$ cat src/rtl/tlvp_pkg.sv
package tlvp_pkg;

  // Widths and sizes
  localparam int unsigned KEY_PREFIX_BYTES = 16;
  localparam int unsigned PREFIX_W         = 8 * KEY_PREFIX_BYTES;
  localparam int unsigned PREFIX_IDX_W     = $clog2(KEY_PREFIX_BYTES);
  localparam int unsigned BLEN_W           = 24;

  localparam logic [BLEN_W-1:0] BLOCK_LENGTH_RST = 24'd131072;
  localparam logic [7:0]        TYPE_DONE        = 8'h00;
  localparam logic [7:0]        TYPE_RECORD      = 8'h01;
  localparam logic [7:0]        HDR_LEN_BYTES    = 8'd4;
  localparam logic [7:0]        MAC_VALUE_LEN    = 8'd6;
  localparam logic [7:0]        MAC_SHOWN_LEN    = 8'd17;
  localparam logic [7:0]        KEPT_LIMIT       = 8'd128;

  // Byte roles
  localparam logic [1:0] ROLE_HEADER  = 2'd0;
  localparam logic [1:0] ROLE_KEY     = 2'd1;
  localparam logic [1:0] ROLE_VALUE   = 2'd2;
  localparam logic [1:0] ROLE_IGNORED = 2'd3;

  // Key classes
  localparam logic [1:0] CLASS_PLAIN = 2'd0;
  localparam logic [1:0] CLASS_MAC   = 2'd1;
  localparam logic [1:0] CLASS_BIN   = 2'd2;

  // Status codes
  localparam logic [2:0] ST_PARSING  = 3'd0;
  localparam logic [2:0] ST_DONE     = 3'd1;
  localparam logic [2:0] ST_BAD_TYPE = 3'd2;
  localparam logic [2:0] ST_BAD_REC  = 3'd3;
  localparam logic [2:0] ST_BAD_KEY  = 3'd4;
  localparam logic [2:0] ST_BAD_VAL  = 3'd5;
  localparam logic [2:0] ST_TRUNC    = 3'd6;

  // Key names as ASCII bytes, first character in the top byte
  localparam logic [8*8-1:0]  KEY_MAC_PREFIX = 64'h6d61635f61646472;
  localparam logic [8*14-1:0] KEY_LOADER     = 112'h4c4f414445525f56455253494f4e;
  localparam logic [8*8-1:0]  KEY_MAC        = 64'h4d41435f41444452;
  localparam logic [8*13-1:0] KEY_MAC_MOCA   = 104'h4d41435f414444525f4d4f4341;
  localparam logic [8*11-1:0] KEY_MAC_BT     = 88'h4d41435f414444525f4254;
  localparam logic [8*3-1:0]  KEY_GPN        = 24'h47504e;
  localparam logic [8*8-1:0]  KEY_HDCP       = 64'h484443505f4b4559;
  localparam logic [8*8-1:0]  KEY_DTCP       = 64'h445443505f4b4559;

  typedef struct packed {
    logic [7:0] data_byte;
    logic       block_start;
  } in_t;

  typedef struct packed {
    logic [1:0] byte_role;
    logic [7:0] out_byte;
    logic       record_end;
    logic [1:0] key_class;
    logic       record_kept;
    logic [2:0] status;
  } out_t;

  // Classify a finished key from its stored prefix (first key byte on top)
  function automatic logic [1:0] key_class_of(input logic [PREFIX_W-1:0] pre,
                                              input logic [7:0] klen,
                                              input logic [BLEN_W-1:0] vlen);
    logic [1:0] cls;
    cls = CLASS_PLAIN;
    if (vlen == BLEN_W'(MAC_VALUE_LEN) && klen >= 8'd8 &&
        pre[PREFIX_W-1 -: 64] == KEY_MAC_PREFIX) begin
      cls = CLASS_MAC;
    end else if ((klen == 8'd14 && pre[PREFIX_W-1 -: 112] == KEY_LOADER) ||
                 (klen == 8'd8  && pre[PREFIX_W-1 -: 64]  == KEY_MAC) ||
                 (klen == 8'd13 && pre[PREFIX_W-1 -: 104] == KEY_MAC_MOCA) ||
                 (klen == 8'd11 && pre[PREFIX_W-1 -: 88]  == KEY_MAC_BT) ||
                 (klen == 8'd3  && pre[PREFIX_W-1 -: 24]  == KEY_GPN) ||
                 (klen == 8'd8  && pre[PREFIX_W-1 -: 64]  == KEY_HDCP) ||
                 (klen == 8'd8  && pre[PREFIX_W-1 -: 64]  == KEY_DTCP)) begin
      cls = CLASS_BIN;
    end
    return cls;
  endfunction

endpackage

$ cat src/rtl/tlv_record_parser.sv
// Byte-serial parser for blocks of type-length-value records.
// Input channel (in_valid/in_ready/in_data): one request per raw byte, with
// block_start set on byte 0 of each block to restart the parser.
// Result channel (out_valid/out_ready/out_data): exactly one result per input
// byte, in order: byte role, the byte itself, record end with key class and
// kept flag, and a status that is nonzero only on the byte that stops parsing.
// Configuration: cfg_wr_en/cfg_wr_data write the block length in bytes; write
// it only while no request is in flight.
// The result of a byte is registered and is on out_data in the cycle after acceptance.
// Throughput: one byte per cycle while out_ready holds; the phase machine, counters
// and length compares are all combinational between input and result register.
// When the receiver stalls, the result register holds and in_ready follows
// out_ready, so a new byte is taken in the same cycle the held result leaves.
// Reset clears the phase machine, counters and output valid; block length
// returns to 131072. The key prefix bytes are not cleared.
module tlv_record_parser (
  input  logic                                clk,
  input  logic                                rst_n,
  input  logic                                in_valid,
  output logic                                in_ready,
  input  tlvp_pkg::in_t                       in_data,
  output logic                                out_valid,
  input  logic                                out_ready,
  output tlvp_pkg::out_t                      out_data,
  input  logic                                cfg_wr_en,
  input  logic [tlvp_pkg::BLEN_W-1:0]         cfg_wr_data
);

  typedef enum logic [5:0] {
    PH_TYPE   = 6'b000001,
    PH_RECLEN = 6'b000010,
    PH_KEYLEN = 6'b000100,
    PH_KEY    = 6'b001000,
    PH_VALLEN = 6'b010000,
    PH_VALUE  = 6'b100000
  } phase_t;

  logic [tlvp_pkg::BLEN_W-1:0]   block_length_r;
  logic [tlvp_pkg::BLEN_W-1:0]   pos_r, pos_nxt;
  phase_t                        phase_r, phase_nxt;
  logic [tlvp_pkg::BLEN_W-1:0]   fc_r, fc_nxt;
  logic [tlvp_pkg::BLEN_W-1:0]   ls_r, ls_nxt;
  logic [7:0]                    klen_r, klen_nxt;
  logic [tlvp_pkg::BLEN_W-1:0]   vlen_r, vlen_nxt;
  logic                          stop_r, stop_nxt;
  logic                          out_valid_r;
  tlvp_pkg::out_t                out_r, res;

  logic [7:0]                    key_store_r [tlvp_pkg::KEY_PREFIX_BYTES];
  logic [tlvp_pkg::PREFIX_W-1:0] prefix;

  logic                          in_fire;
  logic [7:0]                    b;
  logic [tlvp_pkg::BLEN_W-1:0]   eff_pos, eff_fc, eff_ls;
  phase_t                        eff_phase;
  logic                          eff_stop;
  logic [tlvp_pkg::BLEN_W:0]     p;
  logic [31:0]                   shifted;
  logic [32:0]                   end_sum;
  logic [tlvp_pkg::BLEN_W+1:0]   key_sum;
  logic [7:0]                    key_idx;
  logic                          key_we;
  logic                          finish;
  logic [tlvp_pkg::BLEN_W-1:0]   fin_vlen;
  logic [1:0]                    fin_class;
  logic [tlvp_pkg::BLEN_W+1:0]   shown;
  logic [tlvp_pkg::BLEN_W+1:0]   kept_sum;

  assign in_fire   = in_valid && in_ready;
  assign in_ready  = !out_valid_r || out_ready;
  assign out_valid = out_valid_r;
  assign out_data  = out_r;
  assign b         = in_data.data_byte;

  // Block start restarts the walk for this byte
  assign eff_stop  = in_data.block_start ? 1'b0 : stop_r;
  assign eff_pos   = in_data.block_start ? '0 : pos_r;
  assign eff_phase = in_data.block_start ? PH_TYPE : phase_r;
  assign eff_fc    = in_data.block_start ? '0 : fc_r;
  assign eff_ls    = in_data.block_start ? '0 : ls_r;

  // Length arithmetic: p counts bytes consumed including this one
  assign p       = {1'b0, eff_pos} + (tlvp_pkg::BLEN_W+1)'(1);
  assign shifted = {eff_ls, b};
  assign end_sum = 33'(p) + {1'b0, shifted};
  assign key_sum = {1'b0, p} + (tlvp_pkg::BLEN_W+2)'(b);
  assign key_idx = klen_r - eff_fc[7:0];

  // Flat view of the stored key prefix, first key byte on top
  always_comb begin
    for (int i = 0; i < tlvp_pkg::KEY_PREFIX_BYTES; i++) begin
      prefix[8*(tlvp_pkg::KEY_PREFIX_BYTES-1-i) +: 8] = key_store_r[i];
    end
  end

  // Record classification at record end; an empty value closes on its length
  assign fin_vlen  = (eff_phase == PH_VALLEN) ? '0 : vlen_r;
  assign fin_class = tlvp_pkg::key_class_of(prefix, klen_r, fin_vlen);
  always_comb begin
    case (fin_class)
      tlvp_pkg::CLASS_MAC: shown = (tlvp_pkg::BLEN_W+2)'(tlvp_pkg::MAC_SHOWN_LEN);
      tlvp_pkg::CLASS_BIN: shown = {1'b0, fin_vlen, 1'b0};
      default:             shown = (tlvp_pkg::BLEN_W+2)'(fin_vlen);
    endcase
  end
  assign kept_sum = shown + (tlvp_pkg::BLEN_W+2)'(klen_r);

  // Phase machine and per-byte result
  always_comb begin
    pos_nxt   = eff_pos;
    phase_nxt = eff_phase;
    fc_nxt    = eff_fc;
    ls_nxt    = eff_ls;
    stop_nxt  = eff_stop;
    klen_nxt  = klen_r;
    vlen_nxt  = vlen_r;
    key_we    = 1'b0;
    finish    = 1'b0;
    res.byte_role   = tlvp_pkg::ROLE_HEADER;
    res.out_byte    = b;
    res.record_end  = 1'b0;
    res.key_class   = tlvp_pkg::CLASS_PLAIN;
    res.record_kept = 1'b0;
    res.status      = tlvp_pkg::ST_PARSING;

    if (eff_stop) begin
      res.byte_role = tlvp_pkg::ROLE_IGNORED;
    end else if (eff_pos >= block_length_r) begin
      // block length lowered below the position reached
      res.status = tlvp_pkg::ST_TRUNC;
      stop_nxt   = 1'b1;
    end else begin
      case (eff_phase)
        PH_TYPE: begin
          if (b == tlvp_pkg::TYPE_DONE) begin
            res.status = tlvp_pkg::ST_DONE;
            stop_nxt   = 1'b1;
          end else if (b != tlvp_pkg::TYPE_RECORD) begin
            res.status = tlvp_pkg::ST_BAD_TYPE;
            stop_nxt   = 1'b1;
          end else begin
            phase_nxt = PH_RECLEN;
            fc_nxt    = tlvp_pkg::BLEN_W'(tlvp_pkg::HDR_LEN_BYTES);
            ls_nxt    = '0;
          end
        end
        PH_RECLEN: begin
          ls_nxt = shifted[tlvp_pkg::BLEN_W-1:0];
          fc_nxt = eff_fc - tlvp_pkg::BLEN_W'(1);
          if (fc_nxt == '0) begin
            if (shifted[31] || shifted[30:0] <= 31'd6 ||
                end_sum >= 33'(block_length_r)) begin
              res.status = tlvp_pkg::ST_BAD_REC;
              stop_nxt   = 1'b1;
            end else begin
              phase_nxt = PH_KEYLEN;
            end
          end
        end
        PH_KEYLEN: begin
          if (b == 8'd0 || key_sum >= (tlvp_pkg::BLEN_W+2)'(block_length_r)) begin
            res.status = tlvp_pkg::ST_BAD_KEY;
            stop_nxt   = 1'b1;
          end else begin
            klen_nxt  = b;
            fc_nxt    = tlvp_pkg::BLEN_W'(b);
            phase_nxt = PH_KEY;
          end
        end
        PH_KEY: begin
          res.byte_role = tlvp_pkg::ROLE_KEY;
          key_we = key_idx < 8'(tlvp_pkg::KEY_PREFIX_BYTES);
          fc_nxt = eff_fc - tlvp_pkg::BLEN_W'(1);
          if (fc_nxt == '0) begin
            phase_nxt = PH_VALLEN;
            fc_nxt    = tlvp_pkg::BLEN_W'(tlvp_pkg::HDR_LEN_BYTES);
            ls_nxt    = '0;
          end
        end
        PH_VALLEN: begin
          ls_nxt = shifted[tlvp_pkg::BLEN_W-1:0];
          fc_nxt = eff_fc - tlvp_pkg::BLEN_W'(1);
          if (fc_nxt == '0) begin
            if (shifted[31] || end_sum >= 33'(block_length_r)) begin
              res.status = tlvp_pkg::ST_BAD_VAL;
              stop_nxt   = 1'b1;
            end else begin
              // fits the block, so well under 2^24
              vlen_nxt = shifted[tlvp_pkg::BLEN_W-1:0];
              if (shifted[tlvp_pkg::BLEN_W-1:0] == '0) begin
                finish    = 1'b1;
                phase_nxt = PH_TYPE;
              end else begin
                fc_nxt    = shifted[tlvp_pkg::BLEN_W-1:0];
                phase_nxt = PH_VALUE;
              end
            end
          end
        end
        PH_VALUE: begin
          res.byte_role = tlvp_pkg::ROLE_VALUE;
          fc_nxt = eff_fc - tlvp_pkg::BLEN_W'(1);
          if (fc_nxt == '0) begin
            finish    = 1'b1;
            phase_nxt = PH_TYPE;
          end
        end
        default: begin
          phase_nxt = PH_TYPE;
        end
      endcase

      if (finish) begin
        res.record_end  = 1'b1;
        res.key_class   = fin_class;
        res.record_kept = kept_sum < (tlvp_pkg::BLEN_W+2)'(tlvp_pkg::KEPT_LIMIT);
      end

      // Advance position; the byte that fills the block ends parsing
      if (!stop_nxt) begin
        pos_nxt = p[tlvp_pkg::BLEN_W-1:0];
        if (p >= {1'b0, block_length_r}) begin
          res.status = tlvp_pkg::ST_TRUNC;
          stop_nxt   = 1'b1;
        end
      end
    end
  end

  // Control state
  always_ff @(posedge clk) begin
    if (!rst_n) begin
      block_length_r <= tlvp_pkg::BLOCK_LENGTH_RST;
      pos_r          <= '0;
      phase_r        <= PH_TYPE;
      fc_r           <= '0;
      ls_r           <= '0;
      klen_r         <= '0;
      vlen_r         <= '0;
      stop_r         <= 1'b0;
      out_valid_r    <= 1'b0;
    end else begin
      if (cfg_wr_en) begin
        block_length_r <= cfg_wr_data;
      end
      if (in_fire) begin
        pos_r   <= pos_nxt;
        phase_r <= phase_nxt;
        fc_r    <= fc_nxt;
        ls_r    <= ls_nxt;
        klen_r  <= klen_nxt;
        vlen_r  <= vlen_nxt;
        stop_r  <= stop_nxt;
      end
      if (in_fire) begin
        out_valid_r <= 1'b1;
      end else if (out_ready) begin
        out_valid_r <= 1'b0;
      end
    end
  end

  // Result register
  always_ff @(posedge clk) begin
    if (in_fire) begin
      out_r <= res;
    end
  end

  // Key prefix store
  always_ff @(posedge clk) begin
    if (in_fire && key_we) begin
      key_store_r[key_idx[tlvp_pkg::PREFIX_IDX_W-1:0]] <= b;
    end
  end

  // A held result is never overwritten by a new request
  a_no_overwrite: assert property (@(posedge clk) disable iff (!rst_n)
    in_fire && out_valid_r |-> out_ready)
    else $error("result overwritten while stalled");

  // Ignored bytes carry no status and no record end
  a_ignored_quiet: assert property (@(posedge clk) disable iff (!rst_n)
    out_valid_r && out_r.byte_role == tlvp_pkg::ROLE_IGNORED |->
      out_r.status == tlvp_pkg::ST_PARSING && !out_r.record_end)
    else $error("ignored byte reports status");

  // A nonzero status leaves the parser stopped
  a_status_stops: assert property (@(posedge clk) disable iff (!rst_n)
    in_fire && res.status != tlvp_pkg::ST_PARSING |=> stop_r)
    else $error("parser not stopped after status");

  // Record end only on header or value bytes
  a_end_role: assert property (@(posedge clk) disable iff (!rst_n)
    out_valid_r && out_r.record_end |->
      (out_r.byte_role == tlvp_pkg::ROLE_VALUE ||
       out_r.byte_role == tlvp_pkg::ROLE_HEADER))
    else $error("record end on key or ignored byte");

endmodule
$ cat config.mk
export PLATFORM = sky130hd
export DESIGN_NAME = tlv_record_parser
export DESIGN_NICKNAME = d
export VERILOG_FILES = /design/src/rtl/tlvp_pkg.sv /design/src/rtl/tlv_record_parser.sv
export SDC_FILE = /design/constraint.sdc
export NUM_CORES = 1
export LEC_CHECK = 0
export BUFFER_PORTS_ARGS = -buffer_cell sky130_fd_sc_hd__buf_4
export CELL_PAD_IN_SITES_DETAIL_PLACEMENT = 0
export CELL_PAD_IN_SITES_GLOBAL_PLACEMENT = 1
export CORE_MARGIN = 1
export CORE_UTILIZATION = 49
export CTS_CLUSTER_DIAMETER = 200
export CTS_CLUSTER_SIZE = 14
export DETAILED_ROUTE_END_ITERATION = 8
export PLACE_DENSITY = 0.93
export SLEW_MARGIN = 20
export SYNTH_ARGS = -nofsm -noshare
export SYNTH_HDL_FRONTEND = slang
export SYNTH_SLANG_ARGS = --single-unit
$ cat constraint.sdc
create_clock -name clk -period 10.5 [get_ports clk]
set_clock_uncertainty 0.1 [all_clocks]
set_input_delay 1.05 -clock clk [delete_from_list [all_inputs] [get_ports clk]]
set_output_delay 1.05 -clock clk [all_outputs]
set_load 0.05 [all_outputs]
; After elaboration in Yosys (flattened, before gate mapping)
; Memories as Yosys holds them, arrays and structs flattened.
; Index checks and enable logic that the tools add are counted.
[word_totals]
in_bits = 38
n_memories = 1
elab_cells = 175
out_inout_bits = 19
reg_bits = 153
ram_bits = 128
[classes]
addsub = 6
magnitude_cmp = 8
bitwise = 5
eq_ne = 23
n_reduce_logical = 33
mux = 83
[mem_list]
columns = name, words, width, read_ports, rd_ports_with_merged_regs, wr, line_no
row1 = key_store_r, 16, 8, 14, 0, 1, tlv_record_parser.sv:49  ; logic [7:0] key_store_r [tlvp_pkg::KEY_PREFIX_BYTES];
[ops]
columns = operator, n
row1 = $mux W24, 21
row2 = $eq A64 B63 Y1 const B, 4
row3 = $pmux W24 S5, 1
row4 = $eq A112 B111 Y1 const B, 1
row5 = $eq A104 B103 Y1 const B, 1
row6 = $eq A88 B87 Y1 const B, 1
row7 = $mux W6, 13
row8 = $pmux W24 S3, 1
row9 = $pmux W25 S2, 1
row10 = $logic_not A24 Y1, 2
row11 = $pmux W6 S6, 1
row12 = $add A25 B32 Y33, 1
row13 = $ge A33 B24 Y1, 1
row14 = $eq A8 B4 Y1 const B, 4
row15 = $le A31 B3 Y1 const B, 1
row16 = $mux W1, 27
row17 = $add A25 B8 Y26, 1
row18 = $add A26 B8 Y26, 1
row19 = $ge A26 B24 Y1, 1
row20 = $lt A26 B8 Y1 const B, 1
row21 = $add A24 B1 Y25 const B, 1
row22 = $ge A25 B24 Y1, 1
row23 = $eq A24 B23 Y1 const B, 1
row24 = $eq A24 B3 Y1 const B, 1
row25 = 32 further kinds, 69

; Longest topological paths before layout
; An unclocked memory read counts as a cell.
[depth]
depth_word = 16
ltp_mapped = 40
ltp_nobuf = 29

; Least setup slack after synthesis
; Ideal clock, no wire load.
[synth_path]
kind = in2reg
start = in in_data[0] (netlist name)
end = reg vlen_r[15] (netlist name)
path_slack_ps = 1438
setup_time_ps = 128
stages = 39
required_ps = 10272
arrival_ps = 8834
path_buffers = 14
path_cell_list = clkbuf_1 buf_2 buf_2 buf_2 buf_2 buf_1 clkbuf_1 clkbuf_1 clkbuf_1 nor2b_1 ha_1 clkbuf_1 nand3b_1 or4_1 clkbuf_1 o31a_1 or2_2 ha_1 [3 not listed] a21o_1 nand3_1 and2_1 nor3b_1 a211oi_1 xnor2_1 ha_1 and3_1 and4_1 a311oi_1 o2111a_1 nand4_1 nor4_1 clkbuf_1 nand4_2 buf_4 mux2i_1 nor2_1
[synth_between]
elab_chain_cells = 7
elab_cells_between_ends = 17
cone_classes = add/sub (3) / order compare (2) / eq/ne (1) / mux (5) / bitwise (3) / reduce/logical (3)
[synth_lines]
columns = item, line_no
row1 = "start, declared", tlv_record_parser.sv:21  ; input tlvp_pkg::in_t in_data,
row2 = $mux W24, tlv_record_parser.sv:77  ; assign eff_pos = in_data.block_start ? '0 : pos_r;
row3 = $add A24 B1 Y25, tlv_record_parser.sv:83  ; assign p = {1'b0, eff_pos} + (tlvp_pkg::BLEN_W+1)'(1);
row4 = $add A25 B32 Y33, tlv_record_parser.sv:85  ; assign end_sum = 33'(p) + {1'b0, shifted};
row5 = $ge A33 B24 Y1, tlv_record_parser.sv:184  ; if (shifted[31] || end_sum >= 33'(block_length_r)) begin
row6 = $logic_or A1 B1 Y1, tlv_record_parser.sv:184
row7 = $not A1 Y1 (no source line), --
row8 = $reduce_and A6 Y1 (no source line), --
row9 = "end signal, assigned", tlv_record_parser.sv:252  ; vlen_r <= vlen_nxt;
row10 = "end, declared", tlv_record_parser.sv:44  ; logic [tlvp_pkg::BLEN_W-1:0] vlen_r, vlen_nxt;
; Several ways; a longest one is shown, not always the timed one.
; A chain may end at the register's enable or synchronous reset.

; Final worst setup path
[layout_path]
start = in in_data[0] (netlist name)
end = reg phase_r[5]
[layout_between]
elab_chain_cells = 10
elab_cells_between_ends = 38
cone_classes = add/sub (4) / order compare (4) / eq/ne (6) / mux (18) / reduce/logical (6)
[layout_lines]
columns = item, line_no
row1 = $mux W24, tlv_record_parser.sv:77
row2 = $add A24 B1 Y25, tlv_record_parser.sv:83
row3 = $add A25 B32 Y33, tlv_record_parser.sv:85
row4 = $ge A33 B24 Y1, "tlv_record_parser.sv:152, tlv_record_parser.sv:184"
row5 = "$logic_or A1 B1 Y1, on equally long branches", "tlv_record_parser.sv:184, tlv_record_parser.sv:151"
row6 = "$mux W6, on equally long branches", "tlv_record_parser.sv:184, tlv_record_parser.sv:151"
row7 = "$mux W6, on equally long branches", "tlv_record_parser.sv:183, tlv_record_parser.sv:150"
row8 = $pmux W6 S6, tlv_record_parser.sv:133  ; case (eff_phase)
row9 = $mux W6, tlv_record_parser.sv:128  ; end else if (eff_pos >= block_length_r) begin
row10 = $mux W6 (*), tlv_record_parser.sv:126  ; if (eff_stop) begin
row11 = "end signal, assigned", tlv_record_parser.sv:248  ; phase_r <= phase_nxt;
row12 = "end, declared", tlv_record_parser.sv:40  ; phase_t phase_r, phase_nxt;
; Mark *: on every way between the ends. The rest lies on a longest branch, timed or not.

==> impl_results.md <==
- Endpoint of the worst-slack reg-to-reg timing path: phase_r[5]
- Post-synth net total: 2153
- Maximum count of clock buffers along a single path: 3
- Dominant combinational cell family by area after synthesis: simple AND/OR/NAND/NOR gates
- Leakage power of the design: roughly 7.5 nW
- Highest Clock Rate: 118.6 MHz
- Total wire length: 56950 um
- Post-CTS Hold Buffers: 0
- Largest net degree at the start of global routing: 77
- Final critical-path share of the clock period: between 80 and 90%
- Clock latency on the worst-skew pair: 0.56 ns
- Number of global-route vias before repair: 15564
- CP required: around 11 ns
- Power per cell area: 110.4 nW/um^2
- Number of DRC violations after detailed-routing iteration 0: between 1500 and 2000
- Final #Nets: 2167
- Final TNS setup: 0 ns
- Flip-flop cell with the highest count after synthesis: dfxtp_1
- Number of clock sinks seen by CTS: approximately 270
- Category of the critical setup timing path: input pin to register
- Hold violation total from the final report: 0
- Biggest fanout along the worst timing path: 32
- Clock tree from TritonCTS: built
- Floorplan die area: 37350 sq um
- Routability congestion estimate from global placement: about 0.97
- Source of the worst register-to-register timing path: pos_r[3]
- Mean Syn Cell Area: 9.044 sq um
- Antenna viol nets, final: 0
- Outcome: complete, no violations
- Fraction of synthesized area in multiplexers: 4.153%
- Ratio of cells with drive above 1 in the final layout: 7.711%
- Site row count: 69
- Most common cell after layout, fill and taps aside: nor2_1
- RSZ-0062 raised after global routing: no
- Commonest cells after routing, fill and taps aside: nor2_1 (213), dfxtp_1 (136), nand2_1 (132)
- Synthesis Warnings: 0
- Proportion of register bits with asynchronous set or reset after synthesis: 0%
- Startpoint type of the worst setup path: input pin
- Netlist area before placement: roughly 18000 sq um
- Number of register bits inferred by synthesis: 265
- Adder and majority cell fraction of the synthesized area: 9.367%
- Final global-route overflow total: 0
- Number of buffers added by the clock tree synthesis step: 22
- Simple logic cell fraction of the synthesized area: about a quarter
- Number of vias after detailed routing: around 16000
- Layout-stage area growth over the synthesis result: 8.076%
- Count of distinct cell types in the synthesized netlist: 96
- Capture endpoint of the worst hold path: block_length_r[5]
- Half-perimeter wire length after detailed placement: approximately 42000 um
- Sequential cell area fraction in the yosys report: between 30% and 40%
- Tot Pwr: 2.138 mW
- Source of the worst hold timing path: block_length_r[5]
- Dpl cell area: 18720 sq um
- Clock-pin slew on the worst setup and hold paths: 0.08 ns
- Count of input and output buffers: 56
- Wire length of the first global-routing pass: 89000 um
- Slew at the pin closest to its max-slew limit: 1.125 ns
- Average wire per cell in the routed design: 23.04 um
- Number of flops mapped to enable cells by yosys: 129
- Internal reg-to-reg setup slack: 2.79 ns
- Initial cell density of the core: 50.15%
- DRT Pass-1 Iters: 9
- Final critical-path required period: between 8 and 9 ns
- Kind of capture point of the worst setup path: register
- Number of gates resized after cts: 0
- Post-layout util: 54.20%
- Root Buffer Master: clkbuf_16
- Hold path cells: 2
- Arr. time, crit path: approximately 9 ns
- Die Ht: 193.3 um
- Post-CTS Setup Bufs: 0
- Number of setup violations in the final report: 0
- Delay contributed by the slowest stage of the critical path: 0.83 ns
- Post-Synth XOR/XNOR Area: roughly 3.9%
- Width of the die: 193.3 um
- Max-slew violations: 0
- Non-Filler Cell Area, Final: 19370 sq um
- Worst r2r path cells: 27
- Min-Delay Path Class: register to register
- Synthesized instance count: 1982
- All-Layer GR Usage: 29.95%
- Number of antenna violations at the first check in global routing: 0
- Fraction of the mapped netlist area in compound gates: ~17%
- Core box area: 35740 sq um
- H-tree lvl count: 1
- Slowest CP cell: nor2_1
- Remaining design rule violation count: 0
- Highest ir drop seen on vdd: 0.00008678 V
- Max-slew headroom: 24.46%
- Number of top-level pins: 57
- Vias per Instance: ~6.5
- Fin Hold WS: 0.3958 ns
- Count of maximum capacitance violations: 0
[synthesized netlist by cell type (48+ instances only)]
| cell | number | area (sq um) |
|---|---|---|
| mux2i_1 | 71 | 710.7 |
| a21oi_1 | 91 | 455.4 |
| nand3_1 | 66 | 330.3 |
| edfxtp_1 | 129 | 3874 |
| dfxtp_1 | 136 | 2723 |
| nand4_1 | 61 | 381.6 |
| xnor2_1 | 48 | 420.4 |
| nor2b_1 | 60 | 375.4 |
| nor2_1 | 213 | 799.5 |
| clkbuf_1 | 59 | 221.5 |
| inv_1 | 75 | 281.5 |
| nor3_1 | 59 | 295.3 |
| nand2_1 | 132 | 495.5 |
| o21ai_0 | 84 | 420.4 |
| ha_1 | 131 | 1639 |
[power breakdown]
group	internal [mW]	switching [mW]	leakage, nW	total [mW]
registers	1.09	0.00981	2.27	1.10
clock network	0.396	0.395	0.300	0.792
logic	0.0798	0.164	4.90	0.244
total	1.57	0.569	7.47	2.14
[worst max-delay path by stage]
| stage | startpoint | to | slack [ns] | cells after the start |
|---|---|---|---|---|
| floorplan | in_data[0] | vlen_r[15] | 1.44 | 39 |
| CTS | in_data[0] | phase_r[5] | 2.20 | 32 |
| finish | in_data[0] | phase_r[5] | 2.07 | 32 |
| global route | in_data[0] | phase_r[5] | 1.37 | 32 |
| detailed placement | in_data[0] | phase_r[5] | 1.67 | 32 |
| global placement | in_data[0] | phase_r[5] | 1.81 | 32 |
[per-layer routing]
metal | part of all wire [%] | up-vias | track usage [%]
met3 | 7.5 | 165 | 3.644
met4 | 4.7 | 0 | 13.54
li1 | - | 7531 | -
met5 | 0 | - | 0
met1 | 41 | 7695 | 39.05
met2 | 47 | 765 | 49.80
[flip-flops by register name, summed over array words and instances, names as in the netlist]
signal	count
key_store_r	112
block_length_r	24
fc_r	24
ls_r	24
pos_r	24
vlen_r	24
out_data	17
klen_r	8
phase_r	6
out_valid	1
stop_r	1
[cells by family (layout without fill, tap and decap cells)]
logic type                 Yosys count  in the layout
AOI/OAI and AO/OA                  445            445
other                                0              1
xor gates and xnor gates            79             79
adders and majority gates          133            133
buffers and inverters              163            191
and+or+nand+nor                    823            823
DFF                                265            265
muxes                               74             74
[through the flow]
step / std cells / worst slack [ns]
5_1_grt: 2471 / 1.374
3_5_place_dp: 2433 / 1.673
4_1_cts: 2471 / 2.196
2_1_floorplan: 1982 / 1.438
6_report: 2472 / 2.067
3_3_place_gp: 2433 / 1.812
[area by class of cell]
type | count | area [sq um]
tap | 461 | 576.8
antenna | 1 | 2.502
clock inverter | 1 | 30.03
fill | 3273 | 16370
inverter | 76 | 285.3
timing repair buffer | 77 | 578.1
multi-input combinational | 1554 | 10700
sequential | 265 | 6596
clock buffer | 37 | 606.8
[critical path, delay by kind of cell]
| kind | cells | cell delay [ns] |
|---|---|---|
| simple gates | 14 | 3.36 |
| compound gates | 8 | 1.66 |
| fa+ha+maj | 3 | 1.06 |
| buf+inv | 5 | 0.98 |
| xor+xnor | 2 | 0.65 |
No activity file was read; power rests on OpenSTA's default activity.
